### src/ttq_pkg.sv
// Shared constants and types for the timed tone queue.
package ttq_pkg;

  localparam int unsigned QueueDepth = 8;
  localparam int unsigned CntW       = $clog2(QueueDepth + 1);
  localparam int unsigned IdxW       = (QueueDepth > 1) ? $clog2(QueueDepth) : 1;
  localparam int unsigned TimeW      = 32;
  localparam int unsigned FreqW      = 16;

  localparam logic [TimeW-1:0] TimeMax = {TimeW{1'b1}};

  typedef enum logic {
    ReqAdd  = 1'b0,
    ReqTick = 1'b1
  } ttq_req_e;

  // Registered request word handed to the slot store.
  typedef struct packed {
    logic             vld;
    ttq_req_e         kind;
    logic [TimeW-1:0] now_ms;
    logic [TimeW-1:0] duration_ms;
    logic [FreqW-1:0] freq;
    logic             clear_first;
  } ttq_req_t;

  // Status of the queue as seen by the current request.
  typedef struct packed {
    logic             empty;
    logic             expired;
    logic [FreqW-1:0] head_freq;
    logic             dropped;
  } ttq_status_t;

endpackage

### src/ttq_slots.sv
// Tone slot store: fill count, end times and frequencies, add and shift.
module ttq_slots (
  input  logic                 clk_i,
  input  logic                 rst_ni,
  input  ttq_pkg::ttq_req_t    req_i,
  output ttq_pkg::ttq_status_t status_o
);
  import ttq_pkg::*;

  logic [TimeW-1:0] end_q  [QueueDepth];
  logic [FreqW-1:0] freq_q [QueueDepth];
  logic [CntW-1:0]  count_q, count_d;

  logic [CntW-1:0]  base_cnt;
  logic             full;
  logic [IdxW-1:0]  wr_idx;
  logic [IdxW-1:0]  prev_idx;
  logic [TimeW-1:0] base_time;
  logic [TimeW:0]   sum;
  logic [TimeW-1:0] new_end;
  logic             do_add;
  logic             do_shift;

  // Slots hold a contiguous run from slot 0, so the first free slot is the count.
  assign base_cnt  = (req_i.clear_first) ? '0 : count_q;
  assign full      = (base_cnt == CntW'(QueueDepth));
  assign wr_idx    = base_cnt[IdxW-1:0];
  assign prev_idx  = IdxW'(base_cnt - CntW'(1));
  assign base_time = (base_cnt == '0) ? req_i.now_ms : end_q[prev_idx];
  assign sum       = {1'b0, base_time} + {1'b0, req_i.duration_ms};
  assign new_end   = sum[TimeW] ? TimeMax : sum[TimeW-1:0];

  assign status_o.empty     = (count_q == '0);
  assign status_o.expired   = (end_q[0] < req_i.now_ms);
  assign status_o.head_freq = freq_q[0];
  assign status_o.dropped   = req_i.vld && (req_i.kind == ReqAdd) && full;

  assign do_add   = req_i.vld && (req_i.kind == ReqAdd) && !full;
  assign do_shift = req_i.vld && (req_i.kind == ReqTick) && !status_o.empty
                    && status_o.expired;

  always_comb begin
    count_d = count_q;
    if (req_i.vld && (req_i.kind == ReqAdd)) begin
      count_d = full ? base_cnt : base_cnt + CntW'(1);
    end else if (do_shift) begin
      count_d = count_q - CntW'(1);
    end
  end

  always_ff @(posedge clk_i or negedge rst_ni) begin
    if (!rst_ni) begin
      count_q <= '0;
    end else begin
      count_q <= count_d;
    end
  end

  always_ff @(posedge clk_i) begin
    if (do_add) begin
      end_q[wr_idx]  <= new_end;
      freq_q[wr_idx] <= req_i.freq;
    end else if (do_shift) begin
      for (int i = 0; i + 1 < QueueDepth; i++) begin
        end_q[i]  <= end_q[i+1];
        freq_q[i] <= freq_q[i+1];
      end
    end
  end

endmodule

### src/timed_tone_queue.sv
// Top level of the timed tone queue: request register, drive state, result word.
// A request accepted into the request register has its result word on the
// outputs, with valid_o high for a single cycle, from the result register.
// Throughput: one request per cycle; busy_o stays low, the slot store
// settles each request while it sits in the request register.
// Reset: the queue empties and the drive turns off; no result is pending.
// The receiver cannot stall, so each result shows for exactly one cycle.
module timed_tone_queue (
  input  logic                      clk_i,
  input  logic                      rst_ni,
  input  logic                      start_i,
  output logic                      busy_o,
  input  logic                      req_type_i,
  input  logic [ttq_pkg::TimeW-1:0] now_ms_i,
  input  logic [ttq_pkg::TimeW-1:0] duration_ms_i,
  input  logic [ttq_pkg::FreqW-1:0] tone_freq_in_i,
  input  logic                      clear_first_i,
  output logic                      valid_o,
  output logic                      tone_on_o,
  output logic [ttq_pkg::FreqW-1:0] tone_freq_out_o,
  output logic                      dropped_o
);
  import ttq_pkg::*;

  ttq_req_t         req_q;
  ttq_status_t      status;
  logic             drive_on_q, drive_on_d;
  logic [FreqW-1:0] drive_freq_q, drive_freq_d;
  logic             valid_q;
  logic             tone_on_q;
  logic [FreqW-1:0] tone_freq_q;
  logic             dropped_q;

  // Every request settles while in the request register, so the block never pushes back.
  assign busy_o = 1'b0;

  // Request register: hold the accepted word while the slot store processes it.
  always_ff @(posedge clk_i or negedge rst_ni) begin
    if (!rst_ni) begin
      req_q <= '0;
    end else begin
      req_q.vld <= start_i && !busy_o;
      if (start_i && !busy_o) begin
        req_q.kind        <= ttq_req_e'(req_type_i);
        req_q.now_ms      <= now_ms_i;
        req_q.duration_ms <= duration_ms_i;
        req_q.freq        <= tone_freq_in_i;
        req_q.clear_first <= clear_first_i;
      end
    end
  end

  ttq_slots u_slots (
    .clk_i    (clk_i),
    .rst_ni   (rst_ni),
    .req_i    (req_q),
    .status_o (status)
  );

  // Drive update on a tick: off when empty, head frequency while the head
  // is live, and unchanged while an expired head shifts out.
  always_comb begin
    drive_on_d   = drive_on_q;
    drive_freq_d = drive_freq_q;
    if (req_q.vld && (req_q.kind == ReqTick)) begin
      if (status.empty) begin
        drive_on_d   = 1'b0;
        drive_freq_d = '0;
      end else if (!status.expired) begin
        drive_on_d   = 1'b1;
        drive_freq_d = status.head_freq;
      end
    end
  end

  always_ff @(posedge clk_i or negedge rst_ni) begin
    if (!rst_ni) begin
      drive_on_q   <= 1'b0;
      drive_freq_q <= '0;
      valid_q      <= 1'b0;
    end else begin
      drive_on_q   <= drive_on_d;
      drive_freq_q <= drive_freq_d;
      valid_q      <= req_q.vld;
    end
  end

  // Result register: capture the drive as it stands after this request.
  always_ff @(posedge clk_i) begin
    if (req_q.vld) begin
      tone_on_q   <= drive_on_d;
      tone_freq_q <= drive_on_d ? drive_freq_d : '0;
      dropped_q   <= status.dropped;
    end
  end

  assign valid_o         = valid_q;
  assign tone_on_o       = tone_on_q;
  assign tone_freq_out_o = tone_freq_q;
  assign dropped_o       = dropped_q;

  // Every processed request yields exactly one result word next cycle.
  a_one_result: assert property (@(posedge clk_i) disable iff (!rst_ni)
    req_q.vld |=> valid_o)
    else $error("processed request gave no result word");

  a_no_spurious: assert property (@(posedge clk_i) disable iff (!rst_ni)
    !req_q.vld |=> !valid_o)
    else $error("result word without a request");

  // A tick never reports a drop.
  a_tick_no_drop: assert property (@(posedge clk_i) disable iff (!rst_ni)
    (req_q.vld && (req_q.kind == ReqTick)) |=> !dropped_o)
    else $error("tick flagged as dropped");

  // With the drive off the reported frequency is zero.
  a_off_freq: assert property (@(posedge clk_i) disable iff (!rst_ni)
    (valid_o && !tone_on_o) |-> (tone_freq_out_o == '0))
    else $error("nonzero frequency while drive is off");

endmodule
### config.mk
export PLATFORM = sky130hd
export DESIGN_NAME = timed_tone_queue
export DESIGN_NICKNAME = d
export VERILOG_FILES = /design/src/ttq_pkg.sv /design/src/ttq_slots.sv /design/src/timed_tone_queue.sv
export SDC_FILE = /design/constraint.sdc
export NUM_CORES = 1
export LEC_CHECK = 0
export BUFFER_PORTS_ARGS = -buffer_cell sky130_fd_sc_hd__buf_2
export CORE_UTILIZATION = 35
export CTS_BUF_LIST = sky130_fd_sc_hd__clkbuf_4
export DETAILED_ROUTE_END_ITERATION = 10
export GPL_ROUTABILITY_DRIVEN = 0
export MAX_ROUTING_LAYER = met4
export PLACE_DENSITY = 0.57
export SLEW_MARGIN = 20
export SYNTH_ARGS = -nofsm -noshare
export SYNTH_HDL_FRONTEND = slang
export SYNTH_SLANG_ARGS = --single-unit
export TNS_END_PERCENT = 50
### constraint.sdc
create_clock -name clk_i -period 17.05 [get_ports clk_i]
set_clock_uncertainty 0.15 [all_clocks]
set_input_delay 1.705 -clock clk_i [delete_from_list [all_inputs] [get_ports clk_i]]
set_output_delay 1.705 -clock clk_i [all_outputs]
set_load 0.03 [all_outputs]
==> flow_summary.json <==
{
  "status": "finished clean",
  "final_util_pct": 40.1,
  "power_w": 0.00539,
  "clockRootBuffer": "clkbuf_4",
  "antenna_left": 0,
  "ys_top_cells_by_count": "edfxtp_1, a21o_1, a21oi_1, o22ai_1, nor2_1",
  "end_kind": "register",
  "p_switching_w": 0.00200,
  "numCtsBuffers": 137,
  "slew_headroom_pct": 26.5,
  "startpoint_type": "register",
  "wl_um": 63100,
  "required_ps": 17580,
  "ir_drop_v": 0.0000878,
  "cap_violations": 0,
  "cpPeakStageDelay_ps": 720,
  "hold_path_class": "reg2reg",
  "max_freq_mhz": 163,
  "fin_setup_tns_ps": 0,
  "grt_first_pass_wirelength_um": 97600,
  "setup_ws_ps": 10920,
  "pwr-share-clk_pct": 20.7,
  "drc": 0,
  "drv_slew": 0,
  "critPathArrivalTime_ps": 6660,
  "multi_input_area_um2": 8590,
  "dieArea_um2": 69400,
  "num_vias": 16400,
  "final_net_count": 2191,
  "synthTopCellsByArea": "edfxtp_1, dfrtp_1, a21o_1",
  "ios": 105,
  "insertion_delay_ps": 1000,
  "synthArstFlopShare_pct": 20.7,
  "core_um2": 67400,
  "io_buffers": 103,
  "yosysWarnings": 0,
  "cts.sinks": 507,
  "p_leak_nw": 10.7,
  "vias_per_cell": 5.45,
  "yosysUniqueCellTypes": 76,
  "drtIter0Drc": 1417,
  "routedWlPerCell_um": 20.9,
  "grt-ovfl-total": 0,
  "ys_ff_latch": 507,
  "switching_share_pct": 37.2,
  "layout.area.seq_um2": 14700,
  "ys.flop_type": "edfxtp_1",
  "yosysMostFrequentCell": "edfxtp_1",
  "n_fill_cell": 6375,
  "seq_area_frac_synth_pct": 61.4,
  "synth_edf_count": 402,
  "crit_family": "simple AND/OR/NAND/NOR gates",
  "p_int_w": 0.00338,
  "hpwl_um": 38500,
  "synth_top_area_share_pct": 50.4,
  "cpMaxStageDelayCell": "buf_4",
  "critPathBufInv": 2,
  "track_usage_pct": 18.8,
  "grt_max_degree": 97,
  "htreeDepth": 4,
  "synth_area_um2": 23900,
  "path_class": "reg2reg",
  "synth_area_leader_cell": "edfxtp_1",
  "synthCells": 1900,
  "cts_hold_buffers": 0,
  "period_share_pct": 36.0,
  "die_w_um": 264,
  "cts_tree": "built",
  "hold_viol_final": 0,
  "syn2layout_area_growth_pct": 13.0,
  "post-cts-setup-buffer-count": 0,
  "hold_ws_ps": 315,
  "crit_fanout": 64,
  "clockBufferDepth": 3,
  "avgSynthCellArea_um2": 12.6,
  "power_density_nw_per_um2": 199,
  "path_clk_slew_ps": 70,
  "pre_cts_slack_ps": 11030,
  "min_period_ps": 6130,
  "post_cts_resized": 0,
  "initial_core_util_pct": 35.5,
  "drive_gt1_share_pct": 21.2,
  "seqPwrFrac_pct": 38.3,
  "die_h_um": 264,
  "share_comb_of_total_power_pct": 41.0,
  "rsz0062_at_grt": "no",
  "antenna_found_initial": 2,
  "worstPathCellList": "or3_2 -> buf_4 -> o22ai_1 -> nor3_1 -> a21oi_1 -> a21oi_1 -> ha_1 -> a2111o_1 -> o21a_1 -> o211ai_2 -> nand4_1 -> nand2_2 -> buf_4 -> nor4b_2 -> nor3_1",
  "grt_pass1_vias": 16700,
  "synth_fp_nets": 2054,
  "rows": 95,
  "tightest_slew_ps": 1100,
  "setup_viol": 0,
  "dr.pass1.iters": 5
}
[cell families (layout without fill, tap and decap cells)]
| group | Yosys count | in the layout | synth area share (%) |
|---|---|---|---|
| XOR/XNOR | 17 | 17 | 0.653 |
| other | 1 | 5 | 0.0157 |
| buffers and inverters | 174 | 411 | 3.27 |
| flip-flops | 507 | 507 | 61.4 |
| AND/OR/NAND/NOR | 347 | 347 | 7.24 |
| multiplexers | 51 | 51 | 2.39 |
| adder cells (fa/ha/maj) | 69 | 69 | 3.64 |
| AO/OA/AOI/OAI | 734 | 734 | 21.4 |
[registers in the layout (all words and copies together), names as in the netlist]
register / flops
u_slots.count_q: 4
u_slots.end_q: 256
tone_freq_out_o: 16
valid_o: 1
drive_on_q: 1
drive_freq_q: 16
tone_on_o: 1
dropped_o: 1
u_slots.freq_q: 128
req_q: 83
[placed cells by master (no fill, tap or decap), types with 6 or more instances in the layout]
cell / n
a21o_1: 225
clkinv_4: 6
o21a_1: 103
dfrtp_1: 105
buf_4: 28
ha_1: 68
nor3_1: 51
and2_1: 20
mux2_2: 50
nand3_4: 6
a211oi_1: 6
a21oi_1: 129
buf_2: 101
o211ai_4: 7
o21ai_4: 6
xor2_1: 11
edfxtp_1: 402
a21oi_4: 7
and2_0: 16
inv_1: 43
o22ai_1: 128
clkbuf_4: 206
o22a_1: 9
nand3_1: 13
clkinv_1: 17
nand2_1: 73
nor2_1: 114
nand4_1: 10
o21ai_0: 51
and3_1: 7
a22o_1: 16
[final timing paths]
path / start / endpoint / slack, ps / cells past startpoint
min in group asynchronous: rst_ni / drive_freq_q[11] / 610 / 1
worst min-delay path: u_slots.freq_q[0][13] / drive_freq_q[13] / 310 / 1
max in group asynchronous: rst_ni / req_q[40] / 14710 / 2
worst min register to register: u_slots.freq_q[0][13] / drive_freq_q[13] / 310 / 1
worst max-delay path: req_q[0] / u_slots.end_q[7][31] / 10920 / 15
worst max register to register: req_q[0] / u_slots.end_q[7][31] / 10920 / 15
[per-stage QoR]
step	cell area [um2]	std cells
final	27000	3014
after global routing	27000	3014
after CTS	27000	3010
after detailed placement	25300	2771
after global placement	25300	2771
after floorplan	23900	1900
[area by class of cell]
cell class | instances | share of cell area (%)
inverters | 43 | 0.597
clock buffers | 206 | 5.72
diodes | 4 | 0.0370
flip-flops and latches | 507 | 54.3
repair buffers | 129 | 2.65
clock inverters | 33 | 0.870
multi-input cells | 1219 | 31.7
well taps | 873 | 4.04
[routing by layer]
layer / share of wire (%) / global-route usage, %
met4: 1.8 / 6.13
met5: 0 / -
met2: 48 / 28.9
met3: 5.8 / 4.07
met1: 45 / 24.7
[power by group through the flow]
stage | Clock (W) | Combinational [W] | Sequential, W
CTS | 0.00114 | 0.00220 | 0.00206
global route | 0.00121 | 0.00242 | 0.00209
detailed placement | 0 | 0.00219 | 0.00208
global placement | 0 | 0.00213 | 0.00208
finish | 0.00111 | 0.00221 | 0.00206
floorplan | 0 | 0.00165 | 0.00207
(Power assumes the default switching activity.)
